===== config.mk =====
export PLATFORM = sky130hd
export DESIGN_NAME = tlb_fifo_address_translator
export DESIGN_NICKNAME = d
export VERILOG_FILES = /design/src/sv/tlbf_pkg.sv /design/src/sv/tlb_fifo_address_translator.sv /design/src/sv/tlbf_cdiv.sv
export VERILOG_INCLUDE_DIRS = /design/src /design/src/sv
export SDC_FILE = /design/constraint.sdc
export NUM_CORES = 2
export LEC_CHECK = 0
export BUFFER_PORTS_ARGS = -buffer_cell sky130_fd_sc_hd__buf_2
export CAP_MARGIN = 20
export CORE_MARGIN = 3
export CORE_UTILIZATION = 50
export DETAILED_ROUTE_END_ITERATION = 10
export PLACE_DENSITY = 0.7
export SLEW_MARGIN = 20
export SYNTH_ARGS = -nofsm -noshare
export SYNTH_HDL_FRONTEND = slang
export SYNTH_SLANG_ARGS = --single-unit

===== constraint.sdc =====
create_clock -name clk -period 11.1 [get_ports clk]
set_input_delay 3.33 -clock clk [delete_from_list [all_inputs] [get_ports clk]]
set_output_delay 3.33 -clock clk [all_outputs]
set_load 0.02 [all_outputs]

===== src/sv/tlb_fifo_address_translator_macros.svh =====
// Assertion macros shared by the translator RTL.
`ifndef TLB_FIFO_ADDRESS_TRANSLATOR_MACROS_SVH
`define TLB_FIFO_ADDRESS_TRANSLATOR_MACROS_SVH

// Same-cycle implication, sampled on clk, off while rst_n is low.
`define TLBF_ASSERT_SAME(label, ante, cons, msg) \
  label: assert property (@(posedge clk) disable iff (!rst_n) (ante) |-> (cons)) \
    else $error(msg);

// Next-cycle implication, sampled on clk, off while rst_n is low.
`define TLBF_ASSERT_NEXT(label, ante, cons, msg) \
  label: assert property (@(posedge clk) disable iff (!rst_n) (ante) |=> (cons)) \
    else $error(msg);

`endif


===== src/sv/tlbf_pkg.sv =====
// Shared types and constants of the TLB address translator.
package tlbf_pkg;

  // Field widths
  localparam int VA_W  = 16;
  localparam int PA_W  = 16;
  localparam int CNT_W = 32;

  // Port widths: out tdata = {misses, hits, physical}, out tuser = {alloc, hit}
  localparam int IN_TDATA_W  = 16;
  localparam int OUT_TDATA_W = 80;
  localparam int OUT_TUSER_W = 2;

  // Sequencer states
  typedef enum logic [2:0] {
    ST_CLEAR,
    ST_IDLE,
    ST_SPLIT,
    ST_LOOKUP,
    ST_MAP,
    ST_FINISH
  } state_t;

endpackage


===== src/sv/tlb_fifo_address_translator.sv =====
// Translator: two divider pipelines, TLB compare and a page-map memory read-modify-write.
// Takes one address at a time: in_tready is high only while idle, so a new address is
// accepted only after the previous result is loaded into the output register.
// The two constant dividers split page and offset; a miss adds a page-map step that takes
// the frame from the page-map read (the next free one if unmapped) and writes it back.
// Reset: synchronous; then a sweep clears every page-map entry, with in_tready low.
module tlb_fifo_address_translator #(
  parameter int TLB_DEPTH   = 16,
  parameter int PAGE_COUNT  = 256,
  parameter int FRAME_BYTES = 256
) (
  input  logic                                clk,
  input  logic                                rst_n,
  // in_tdata: [15:0] virtual_address
  input  logic                                in_tvalid,
  output logic                                in_tready,
  input  logic [tlbf_pkg::IN_TDATA_W-1:0]     in_tdata,
  // out_tdata: [15:0] physical_address, [47:16] hits_so_far, [79:48] misses_so_far
  // out_tuser: [0] tlb_hit, [1] frame_allocated
  output logic                                out_tvalid,
  input  logic                                out_tready,
  output logic [tlbf_pkg::OUT_TDATA_W-1:0]    out_tdata,
  output logic [tlbf_pkg::OUT_TUSER_W-1:0]    out_tuser
);

`include "tlb_fifo_address_translator_macros.svh"

  localparam int PAGE_W = $clog2(PAGE_COUNT);
  localparam int OFF_W  = $clog2(FRAME_BYTES);
  localparam int SLOT_W = (TLB_DEPTH > 1) ? $clog2(TLB_DEPTH) : 1;
  localparam int FILL_W = $clog2(TLB_DEPTH + 1);
  localparam int VA_W   = tlbf_pkg::VA_W;
  localparam int PA_W   = tlbf_pkg::PA_W;
  localparam int CNT_W  = tlbf_pkg::CNT_W;

  localparam logic [PAGE_W-1:0] LAST_PAGE = PAGE_W'(PAGE_COUNT - 1);
  localparam logic [FILL_W-1:0] FULL_FILL = FILL_W'(TLB_DEPTH);
  localparam logic [SLOT_W-1:0] LAST_SLOT = SLOT_W'(TLB_DEPTH - 1);

  tlbf_pkg::state_t state_r, state_nxt;
  logic [PAGE_W-1:0] clr_idx_r, clr_idx_nxt;

  // Split pipelines
  logic              a_valid, b_valid;
  logic [VA_W-1:0]   a_quo, a_rem, b_rem;
  logic [PAGE_W-1:0] page_r;
  logic [OFF_W-1:0]  offset_r;

  // TLB
  logic [PAGE_W-1:0]    tlb_tag_r  [TLB_DEPTH];
  logic [PA_W-1:0]      tlb_base_r [TLB_DEPTH];
  logic [FILL_W-1:0]    fill_r;
  logic [SLOT_W-1:0]    oldest_r;
  logic [TLB_DEPTH-1:0] tlb_match;
  logic                 tlb_hit;
  logic [PA_W-1:0]      tlb_hit_base;
  logic                 tlb_full;
  logic [SLOT_W-1:0]    repl_slot;
  logic                 tlb_wr;

  // Page map memory: {valid, frame number}
  logic [PAGE_W:0]   map_mem [PAGE_COUNT];
  logic [PAGE_W:0]   map_q_r;
  logic              map_we;
  logic [PAGE_W-1:0] map_waddr;
  logic [PAGE_W:0]   map_wdata;
  logic [PAGE_W-1:0] map_frame;
  logic [PA_W-1:0]   map_base;
  logic [PAGE_W-1:0] next_frame_r;

  // Result staging and totals
  logic             hit_r, alloc_r;
  logic [PA_W-1:0]  base_r;
  logic [CNT_W-1:0] hits_r, misses_r;
  logic             lookup_step, map_step;
  logic             out_load;
  logic             out_tvalid_r;
  logic [tlbf_pkg::OUT_TDATA_W-1:0] out_tdata_r;
  logic [tlbf_pkg::OUT_TUSER_W-1:0] out_tuser_r;
  logic [PA_W-1:0]  phys;

  // Split address: page = va / FRAME_BYTES, then reduce modulo PAGE_COUNT
  tlbf_cdiv #(.DIVISOR(FRAME_BYTES)) u_split_frame (
    .clk       (clk),
    .rst_n     (rst_n),
    .in_valid  (in_tvalid && in_tready),
    .in_x      (in_tdata[VA_W-1:0]),
    .out_valid (a_valid),
    .out_quo   (a_quo),
    .out_rem   (a_rem)
  );

  tlbf_cdiv #(.DIVISOR(PAGE_COUNT)) u_split_page (
    .clk       (clk),
    .rst_n     (rst_n),
    .in_valid  (a_valid),
    .in_x      (a_quo),
    .out_valid (b_valid),
    .out_quo   (),
    .out_rem   (b_rem)
  );

  // Compare the page against every filled TLB slot
  always_comb begin
    tlb_hit_base = '0;
    for (int i = 0; i < TLB_DEPTH; i++) begin
      tlb_match[i] = (FILL_W'(i) < fill_r) && (tlb_tag_r[i] == page_r);
      if (tlb_match[i]) begin
        tlb_hit_base = tlb_hit_base | tlb_base_r[i];
      end
    end
  end

  assign tlb_hit   = |tlb_match;
  assign tlb_full  = (fill_r == FULL_FILL);
  assign repl_slot = tlb_full ? oldest_r : fill_r[SLOT_W-1:0];

  // Frame for a miss: mapped frame or the next free one
  assign map_frame = map_q_r[PAGE_W] ? map_q_r[PAGE_W-1:0] : next_frame_r;
  assign map_base  = PA_W'(32'(map_frame) * 32'(FRAME_BYTES));

  // Sequencer: next state and controls
  always_comb begin
    state_nxt   = state_r;
    clr_idx_nxt = clr_idx_r;
    in_tready   = 1'b0;
    map_we      = 1'b0;
    map_waddr   = page_r;
    map_wdata   = {1'b1, next_frame_r};
    tlb_wr      = 1'b0;
    lookup_step = 1'b0;
    map_step    = 1'b0;
    out_load    = 1'b0;
    case (state_r)
      tlbf_pkg::ST_CLEAR: begin
        map_we      = 1'b1;
        map_waddr   = clr_idx_r;
        map_wdata   = '0;
        clr_idx_nxt = clr_idx_r + PAGE_W'(1);
        if (clr_idx_r == LAST_PAGE) begin
          state_nxt = tlbf_pkg::ST_IDLE;
        end
      end
      tlbf_pkg::ST_IDLE: begin
        in_tready = 1'b1;
        if (in_tvalid) begin
          state_nxt = tlbf_pkg::ST_SPLIT;
        end
      end
      tlbf_pkg::ST_SPLIT: begin
        if (b_valid) begin
          state_nxt = tlbf_pkg::ST_LOOKUP;
        end
      end
      tlbf_pkg::ST_LOOKUP: begin
        lookup_step = 1'b1;
        state_nxt   = tlb_hit ? tlbf_pkg::ST_FINISH : tlbf_pkg::ST_MAP;
      end
      tlbf_pkg::ST_MAP: begin
        map_step  = 1'b1;
        tlb_wr    = 1'b1;
        map_we    = !map_q_r[PAGE_W];
        state_nxt = tlbf_pkg::ST_FINISH;
      end
      tlbf_pkg::ST_FINISH: begin
        if (!out_tvalid_r || out_tready) begin
          out_load  = 1'b1;
          state_nxt = tlbf_pkg::ST_IDLE;
        end
      end
      default: begin
        state_nxt = tlbf_pkg::ST_IDLE;
      end
    endcase
  end

  // State and control registers
  always_ff @(posedge clk) begin
    if (!rst_n) begin
      state_r      <= tlbf_pkg::ST_CLEAR;
      clr_idx_r    <= '0;
      fill_r       <= '0;
      oldest_r     <= '0;
      next_frame_r <= '0;
      hits_r       <= '0;
      misses_r     <= '0;
    end else begin
      state_r   <= state_nxt;
      clr_idx_r <= clr_idx_nxt;
      // Count hits and misses, sticking at all ones
      if (lookup_step) begin
        if (tlb_hit && !(&hits_r)) begin
          hits_r <= hits_r + CNT_W'(1);
        end
        if (!tlb_hit && !(&misses_r)) begin
          misses_r <= misses_r + CNT_W'(1);
        end
      end
      // Fill free slots first, then advance the oldest slot
      if (tlb_wr) begin
        if (tlb_full) begin
          oldest_r <= (oldest_r == LAST_SLOT) ? '0 : (oldest_r + SLOT_W'(1));
        end else begin
          fill_r <= fill_r + FILL_W'(1);
        end
      end
      // Hand out frames in order
      if (map_step && !map_q_r[PAGE_W]) begin
        next_frame_r <= next_frame_r + PAGE_W'(1);
      end
    end
  end

  // Datapath registers
  always_ff @(posedge clk) begin
    if (a_valid) begin
      offset_r <= a_rem[OFF_W-1:0];
    end
    if (b_valid) begin
      page_r <= b_rem[PAGE_W-1:0];
    end
    if (lookup_step) begin
      hit_r   <= tlb_hit;
      alloc_r <= 1'b0;
      base_r  <= tlb_hit_base;
    end
    if (map_step) begin
      alloc_r <= !map_q_r[PAGE_W];
      base_r  <= map_base;
    end
    if (tlb_wr) begin
      tlb_tag_r[repl_slot]  <= page_r;
      tlb_base_r[repl_slot] <= map_base;
    end
  end

  // Page map memory: one write port, registered read of the current page
  always_ff @(posedge clk) begin
    if (map_we) begin
      map_mem[map_waddr] <= map_wdata;
    end
    map_q_r <= map_mem[page_r];
  end

  // Output register
  assign phys = base_r + PA_W'(offset_r);

  always_ff @(posedge clk) begin
    if (!rst_n) begin
      out_tvalid_r <= 1'b0;
    end else if (out_load) begin
      out_tvalid_r <= 1'b1;
    end else if (out_tready) begin
      out_tvalid_r <= 1'b0;
    end
  end

  always_ff @(posedge clk) begin
    if (out_load) begin
      out_tdata_r <= {misses_r, hits_r, phys};
      out_tuser_r <= {alloc_r, hit_r};
    end
  end

  assign out_tvalid = out_tvalid_r;
  assign out_tdata  = out_tdata_r;
  assign out_tuser  = out_tuser_r;

  // Checks
  `TLBF_ASSERT_SAME(a_tlb_single_match, state_r == tlbf_pkg::ST_LOOKUP, $onehot0(tlb_match),
    "page matches more than one TLB slot")
  `TLBF_ASSERT_SAME(a_tlb_oldest_full, oldest_r != '0, fill_r == FULL_FILL,
    "oldest slot moved before the TLB filled")
  `TLBF_ASSERT_SAME(a_split_in_state, b_valid, state_r == tlbf_pkg::ST_SPLIT,
    "split result outside the split state")
  `TLBF_ASSERT_SAME(a_hit_no_alloc, out_tvalid_r, !(out_tuser_r[0] && out_tuser_r[1]),
    "TLB hit reported together with a new frame")
  `TLBF_ASSERT_NEXT(a_frame_advance, map_step && !map_q_r[PAGE_W],
    next_frame_r == $past(next_frame_r) + PAGE_W'(1),
    "frame counter did not advance on allocation")

endmodule


===== src/sv/tlbf_cdiv.sv =====
// Three-stage pipelined divider by a constant (reciprocal multiply plus one correction).
module tlbf_cdiv #(
  parameter int DIVISOR = 256
) (
  input  logic                      clk,
  input  logic                      rst_n,
  input  logic                      in_valid,
  input  logic [tlbf_pkg::VA_W-1:0] in_x,
  output logic                      out_valid,
  output logic [tlbf_pkg::VA_W-1:0] out_quo,
  output logic [tlbf_pkg::VA_W-1:0] out_rem
);

  localparam int W = tlbf_pkg::VA_W;
  // floor(2^(2W) / DIVISOR): the estimate is the quotient or one below it
  localparam longint unsigned RECIP_L = (64'd1 << (2 * W)) / 64'(DIVISOR);
  localparam logic [2*W-1:0] RECIP = (2 * W)'(RECIP_L);
  localparam logic [W:0]     DIV_X = (W + 1)'(DIVISOR);
  localparam logic [W-1:0]   DIV_W = W'(DIVISOR);

  logic           v1_r, v2_r, v3_r;
  logic [W-1:0]   x1_r, x2_r;
  logic [3*W-1:0] prod_r;
  logic [W-1:0]   q0;
  logic [W-1:0]   q2_r, qd_r;
  logic [W-1:0]   r0;
  logic           corr;
  logic [W-1:0]   quo_r, rem_r;

  // Valid flags of the three stages
  always_ff @(posedge clk) begin
    if (!rst_n) begin
      v1_r <= 1'b0;
      v2_r <= 1'b0;
      v3_r <= 1'b0;
    end else begin
      v1_r <= in_valid;
      v2_r <= v1_r;
      v3_r <= v2_r;
    end
  end

  // Stage 1: multiply by the reciprocal
  always_ff @(posedge clk) begin
    x1_r   <= in_x;
    prod_r <= (3 * W)'(in_x) * (3 * W)'(RECIP);
  end

  assign q0 = prod_r[3*W-1:2*W];

  // Stage 2: multiply the estimate back by the divisor
  always_ff @(posedge clk) begin
    x2_r <= x1_r;
    q2_r <= q0;
    qd_r <= W'((2 * W)'(q0) * (2 * W)'(DIVISOR));
  end

  // Stage 3: remainder and one-step correction
  assign r0   = x2_r - qd_r;
  assign corr = ({1'b0, r0} >= DIV_X);

  always_ff @(posedge clk) begin
    quo_r <= corr ? (q2_r + W'(1)) : q2_r;
    rem_r <= corr ? (r0 - DIV_W) : r0;
  end

  assign out_valid = v3_r;
  assign out_quo   = quo_r;
  assign out_rem   = rem_r;

endmodule

# After elaboration in Yosys (flattened, before gate mapping)
# Memory sizes are Yosys's and may differ from the RTL's. A register that Yosys moved wholly into a read port is not among the register bits.
# Cells that the tools add are included.
[op_classes] muxes=46 n_reduce_logical=37 n_eq_ne=28 magnitude_cmp=18 add_sub_neg=12 bitwise_logic=16
[ops] op="16-bit two-way mux" count=18
[ops] op="16-bit OR" count=15
[ops] op="8-bit equality test" count=16
[ops] op="32-bit by 1-bit adder with 32-bit output (second input constant)" count=2
[ops] op="32-bit AND reduction" count=2
[ops] op="4-bit by 5-bit less-than comparator with 1-bit output (first input constant)" count=8
[ops] op="8-bit two-way mux" count=5
[ops] op="16-bit by 9-bit greater-or-equal comparator with 1-bit output (second input constant)" count=2
[ops] op="16-bit subtractor" count=2
[ops] op="1-bit logical AND" count=20
[ops] op="3-bit by 5-bit less-than comparator with 1-bit output (first input constant)" count=4
[ops] op="3-bit case mux with 6 select lines" count=1
[ops] op="16-bit by 8-bit adder with 16-bit output" count=1
[ops] op="8-bit by 1-bit adder with 8-bit output (second input constant)" count=2
[ops] op="16-bit OR reduction" count=1
[ops] op="8-bit by 1-bit subtractor with 8-bit output (second input constant)" count=2
[ops] op="1-bit two-way mux" count=14
[ops] op="3-bit two-way mux" count=4
[ops] op="1-bit by 5-bit less-than comparator with 1-bit output (first input constant)" count=2
[ops] op="2-bit by 5-bit less-than comparator with 1-bit output (first input constant)" count=2
[ops] op="8-bit by 1-bit adder with 9-bit output (second input constant)" count=1
[ops] op="9-bit two-way mux" count=1
[ops] op="8-bit equality test (second input constant)" count=1
[ops] op="4-bit two-way mux" count=2
[ops] op="17 further kinds" count=29
[word_totals] inputBits=20 regBits=327 mem_bits_rw=2560 mem_count=3
[mem_list] name="map_mem" words=256 word_bits=9 rd=1 rd_ports_with_merged_regs=1 write_ports=1 line="tlb_fifo_address_translator.sv:62" rtl="logic [PAGE_W:0] map_mem [PAGE_COUNT];"
[mem_list] name="tlb_base_r" words=16 word_bits=8 rd=16 rd_ports_with_merged_regs=0 write_ports=1 line="tlb_fifo_address_translator.sv:51" rtl="logic [PA_W-1:0] tlb_base_r [TLB_DEPTH];"
[mem_list] name="tlb_tag_r" words=16 word_bits=8 rd=16 rd_ports_with_merged_regs=0 write_ports=1 line="tlb_fifo_address_translator.sv:50" rtl="logic [PAGE_W-1:0] tlb_tag_r [TLB_DEPTH];"

# Longest topological paths before layout
# An unclocked memory read counts as a cell.
[logic_depth] depth_word=36 ltp_mapped=14

# Cells and area by module
# A second synthesis with hierarchy kept.
[hier_totals] cells_unflattened=5334 area_unflattened_um2=109442.5
[by_module_without_submodules] mod="tlb_fifo_address_translator" n_inst=1 area_each_um2=107115.2 cells_each=5192
[by_module_without_submodules] mod="tlbf_cdiv" n_inst=2 area_each_um2=1163.6 cells_each=71

# Worst setup path before layout
# OpenSTA, ideal clock, no wires.
[synth_path] path_type="flip-flop to flip-flop" from="register state_r[0]" to="memory map_mem[0][7] in the netlist's numbering, data pin" required_time_ps=10234 path_stages_with_launch=6 path_buffers=2 setup_slack_ps=1832 setup_time_ps=866 synth_period_minus_slack_ps=9268 arrival_time_ps=8402 path_cell_list="dfxtp_1 > clkbuf_1 > nor3_2 > clkinv_1 > clkbuf_1 > and2_1"
[synth_between] elab_chain_len=2
[synth_rtl] element="start: declaration" line="tlb_fifo_address_translator.sv:40" rtl="tlbf_pkg::state_t state_r, state_nxt;"
[synth_rtl] element="start signal: assignment" line="tlb_fifo_address_translator.sv:180" rtl="state_r <= tlbf_pkg::ST_CLEAR;"
[synth_rtl] element="start signal: assignment" line="tlb_fifo_address_translator.sv:188" rtl="state_r <= state_nxt;"
[synth_rtl] element="3-bit logical NOT" line="tlb_fifo_address_translator.sv:134" rtl="case (state_r)"
[synth_rtl] element="9-bit two-way mux" line="tlb_fifo_address_translator.sv:134"
[synth_rtl] element="named net map_wdata[7]" line="tlb_fifo_address_translator.sv:66" rtl="logic [PAGE_W:0] map_wdata;"
[synth_rtl] element="end: declaration" line="tlb_fifo_address_translator.sv:62"
# The timed path passes the listed nets, and every way through them passes these cells.

# Worst setup path after layout
[layout_path] from="register state_r[0]" to="output port in_tready"
[layout_between] elab_chain_len=2
[layout_rtl] element="3-bit by 1-bit equality test with 1-bit output" line="tlb_fifo_address_translator.sv:134"
[layout_rtl] element="1-bit two-way mux" line="tlb_fifo_address_translator.sv:134"
[layout_rtl] element="end: declaration" line="tlb_fifo_address_translator.sv:16" rtl="output logic in_tready,"
# Every way passes these cells.

==> results.sh <==
export IMPL_nNetsFinal=5653
export IMPL_worst_slack_ns=5.83
export IMPL_coreArea_um2=217000
export IMPL_grt_total_usage_pct=22.8
export IMPL_crit_end="in_tready"
export IMPL_cts_buffer_depth=4
export IMPL_chipHeight_um=474
export IMPL_synthArstFlopShare_pct=0
export IMPL_crit_path_start_kind="register"
export IMPL_drtPass1Iterations=6
export IMPL_worstPathRequired_ns=7.77
export IMPL_grt_max_degree=200
export IMPL_maxSlewHeadroom_pct=26.0
export IMPL_switchingPower_mw=3.97
export IMPL_numClockSinks=2848
export IMPL_use_met3_pct=5.10
export IMPL_timing_rr_end="hits_r[17]"
export IMPL_critical_path_peak_fanout=8
export IMPL_p_clk_share_pct=44.5
export IMPL_arrival_ns=1.94
export IMPL_clock_root_buffer="clkbuf_16"
export IMPL_path_cells="nand2b_1 -> nor2_1 -> buf_2"
export IMPL_place_congestion=0.841
export IMPL_cp_depth=3
export IMPL_yosys_warnings=0
export IMPL_drt_iter0_markers=6487
export IMPL_wirelength_mm=255
export IMPL_grt_pass1_wl_mm=375
export IMPL_p_total_mw=21.0
export IMPL_r2r_setup_slack_ns=5.83
export IMPL_status="complete, no violations"
export IMPL_wire_per_inst_um=29.3
export IMPL_pin_count=104
export IMPL_die_width_um=474
export IMPL_drive_gt1_share_pct=22.5
export IMPL_die_area_um2=225000
export IMPL_use_met1_pct=32.9
export IMPL_pwr_share_seq_pct=55.1
export IMPL_cts_hold_buf=0
export IMPL_syn_num_nets=5424
export IMPL_cts_max_level=5
export IMPL_worst_ir_drop_vdd_v=0.000140
export IMPL_finalCritPeriodShare_pct=47.5
export IMPL_grt_overflow=0
export IMPL_multi_input_area_um2=24100
export IMPL_seq_area_frac_synth_pct=76.5
export IMPL_syn_area_per_cell_um2=20.3
export IMPL_synth_area_um2=109000
export IMPL_cts_resized=0
export IMPL_p_sw_share_pct=18.9
export IMPL_r2r_start="page_r[0]"
export IMPL_setup_viol=0
export IMPL_area_growth_pct=11.5
export IMPL_drc=0
export IMPL_dp_hpwl_mm=148
export IMPL_combPwrFrac_pct=0.3
export IMPL_crit_family="flip-flops"
export IMPL_clock_latency_ns=0.93
export IMPL_via_count=53900
export IMPL_critPathMaxStageDelay_ns=0.51
export IMPL_powerDensity_nw_per_um2=172
export IMPL_ys_types=69
export IMPL_worstSetupPathType="reg -> out"
export IMPL_slew_viol_final=0
export IMPL_viasPerCell=6.21
export IMPL_seq_area_um2=83700
export IMPL_nFillCells=15900
export IMPL_cts_tree="built"
export IMPL_synth_ff_type="edfxtp_1"
export IMPL_grt_busiest_layer="met2"
export IMPL_cts_made_buffers=290
export IMPL_crit_path_start="state_r[0]"
export IMPL_worst_path_buf_inv=1
export IMPL_p_int_mw=17.1
export IMPL_rsz0062_at_grt="no"
export IMPL_port_buffers=103
export IMPL_start_util_pct=50.4
export IMPL_num_rows=171
export IMPL_syn_inst=5397
export IMPL_hold_viol=0
export IMPL_grt_pass1_vias=53400
export IMPL_skew_ns=0.0621
export IMPL_hp_class="reg -> reg"
export IMPL_tightestPinTransition_ns=1.11
export IMPL_ant_nets=0
export IMPL_fin_util_pct=56.1
export IMPL_fin_tns_setup_ns=0
export IMPL_min_period_ns=5.27
export IMPL_rr_worst_depth=12
export IMPL_clk_pin_slew_ns=0.06
export IMPL_antenna_found_initial=6
export IMPL_dp_slack_ns=5.82
export IMPL_met2_usage_pct=34.9
export IMPL_synth_edf_count=2668
export IMPL_fmax_mhz=190
export IMPL_leakagePower_nw=37.6
export IMPL_post_cts_buffers=0
export IMPL_end_kind="output port"
export IMPL_ys_ff_latch=2848
export IMPL_cp_slowest_cell="dfxtp_1"
export IMPL_cap_viol_max_count=0
export IMPL_hold_slack_ns=0.283
-- synthesized netlist by cell type, drive strengths merged (9+ instances only) --
library cell | number | area (µm²)
a22oi | 46 | 345
a211oi | 32 | 255
xor2 | 21 | 184
dfxtp | 180 | 3600
and3 | 18 | 113
o211ai | 10 | 75.1
and2 | 30 | 188
a31oi | 14 | 87.6
edfxtp | 2668 | 80100
nor2 | 393 | 1480
mux2i | 154 | 1540
inv | 17 | 63.8
a221oi | 25 | 219
o21ai | 54 | 270
nor2b | 19 | 119
nand2 | 177 | 664
o22ai | 44 | 275
mux4 | 614 | 13800
nor4 | 31 | 213
mux2 | 30 | 338
clkbuf | 91 | 342
nand3 | 60 | 305
nor3 | 38 | 245
buf | 193 | 1300
a22o | 25 | 219
a21oi | 72 | 360
nand4 | 60 | 375
or3 | 11 | 68.8
nand2b | 37 | 231
a211o | 9 | 78.8
xnor2 | 151 | 1320
-- routing by layer --
layer	vias up	share of wire (%)
met3	493	9.9
met1	28300	40
met2	2733	47
met5	-	0.011
met4	4	3.2
li1	22400	-
-- worst min path at each step --
stage | from | end | slack (ns) | cells after the start
3_3_place_gp | u_split_frame.x2_r[0] | u_split_frame.out_rem[0] | 0.31 | 0
3_5_place_dp | u_split_page.x1_r[4] | u_split_page.x2_r[4] | 0.31 | 0
2_1_floorplan | u_split_frame.x2_r[8] | u_split_frame.out_quo[0] | 0.31 | 0
4_1_cts | u_split_frame.x2_r[14] | u_split_frame.out_quo[6] | 0.29 | 0
5_1_grt | u_split_frame.x2_r[14] | u_split_frame.out_quo[6] | 0.30 | 0
6_report | u_split_frame.x2_r[14] | u_split_frame.out_quo[6] | 0.28 | 0
-- metrics by stage --
step | area, µm² | instances
2_1_floorplan | 109000 | 5397
3_3_place_gp | 113000 | 8180
3_5_place_dp | 113000 | 8182
4_1_cts | 122000 | 8677
5_1_grt | 122000 | 8683
6_report | 122000 | 8684
-- logic make-up (layout without fill, tap and decap cells) --
group	count (synthesis)	in the layout	synth area share, %
mux	798	798	14.3
other cells	0	1	0
fa+ha+maj	7	7	0.0800
compound gates	368	368	2.30
xor+xnor	172	172	1.38
flops	2848	2848	76.5
buf+inv	302	734	1.56
simple gates	902	902	3.85
-- registers in the layout, indices dropped and copies added, names as in the netlist, 4 cells and up --
register               count
map_mem                 2304
tlb_base_r               128
tlb_tag_r                128
out_tdata                 80
hits_r                    32
misses_r                  32
u_split_frame.x1_r        16
u_split_frame.x2_r        15
map_q_r                    9
base_r                     8
clr_idx_r                  8
next_frame_r               8
offset_r                   8
page_r                     8
u_split_frame.out_quo      8
u_split_frame.out_rem      8
u_split_page.out_rem       8
u_split_page.x1_r          8
u_split_page.x2_r          8
fill_r                     5
oldest_r                   4
-- power groups by stage --
stage                     clock network [mW]  registers [mW]  logic [mW]
final                                   9.36            11.6      0.0699
after global routing                    9.90            11.6      0.0715
after CTS                               9.49            11.6      0.0679
after detailed placement                   0            11.8      0.0678
after global placement                     0            11.8      0.0668
after floorplan                            0            11.8      0.0312
-- cell type report --
type / count / area share (%)
diodes: 1 / 0.00205
flip-flops and latches: 2848 / 68.6
well taps: 2854 / 2.93
clock inverters: 123 / 0.880
multi-input cells: 2247 / 19.8
inverters: 18 / 0.0626
clock buffers: 372 / 6.48
repair buffers: 221 / 1.27
-- cell usage in the layout (no fill, tap or decap), types with 14 or more instances in the layout --
cell / synthesis / routed
o21ai_0: 52 / 50
nand4_1: 60 / 60
clkinv_2: 0 / 41
buf_2: 89 / 103
xnor2_1: 151 / 151
and2_1: 29 / 21
a22oi_1: 46 / 46
nor2b_1: 19 / 19
clkbuf_8: 0 / 15
nor2_1: 392 / 376
nand3_1: 59 / 59
inv_1: 16 / 15
a21oi_1: 72 / 72
dfxtp_1: 180 / 180
a221oi_1: 25 / 25
buf_4: 67 / 103
mux2i_1: 154 / 154
edfxtp_1: 2668 / 2668
clkbuf_16: 0 / 299
nand2_1: 177 / 173
bufinv_16: 0 / 19
mux4_2: 614 / 614
clkinv_1: 1 / 50
a31oi_1: 14 / 14
nor3_1: 27 / 27
o22ai_1: 44 / 44
mux2_2: 30 / 30
nor4_1: 28 / 28
a22o_1: 25 / 25
xor2_1: 21 / 21
nand2b_1: 37 / 37
a211oi_1: 29 / 29
clkbuf_1: 91 / 58
and3_1: 18 / 18
nor2_2: 1 / 16
(Power assumes the default switching activity.)
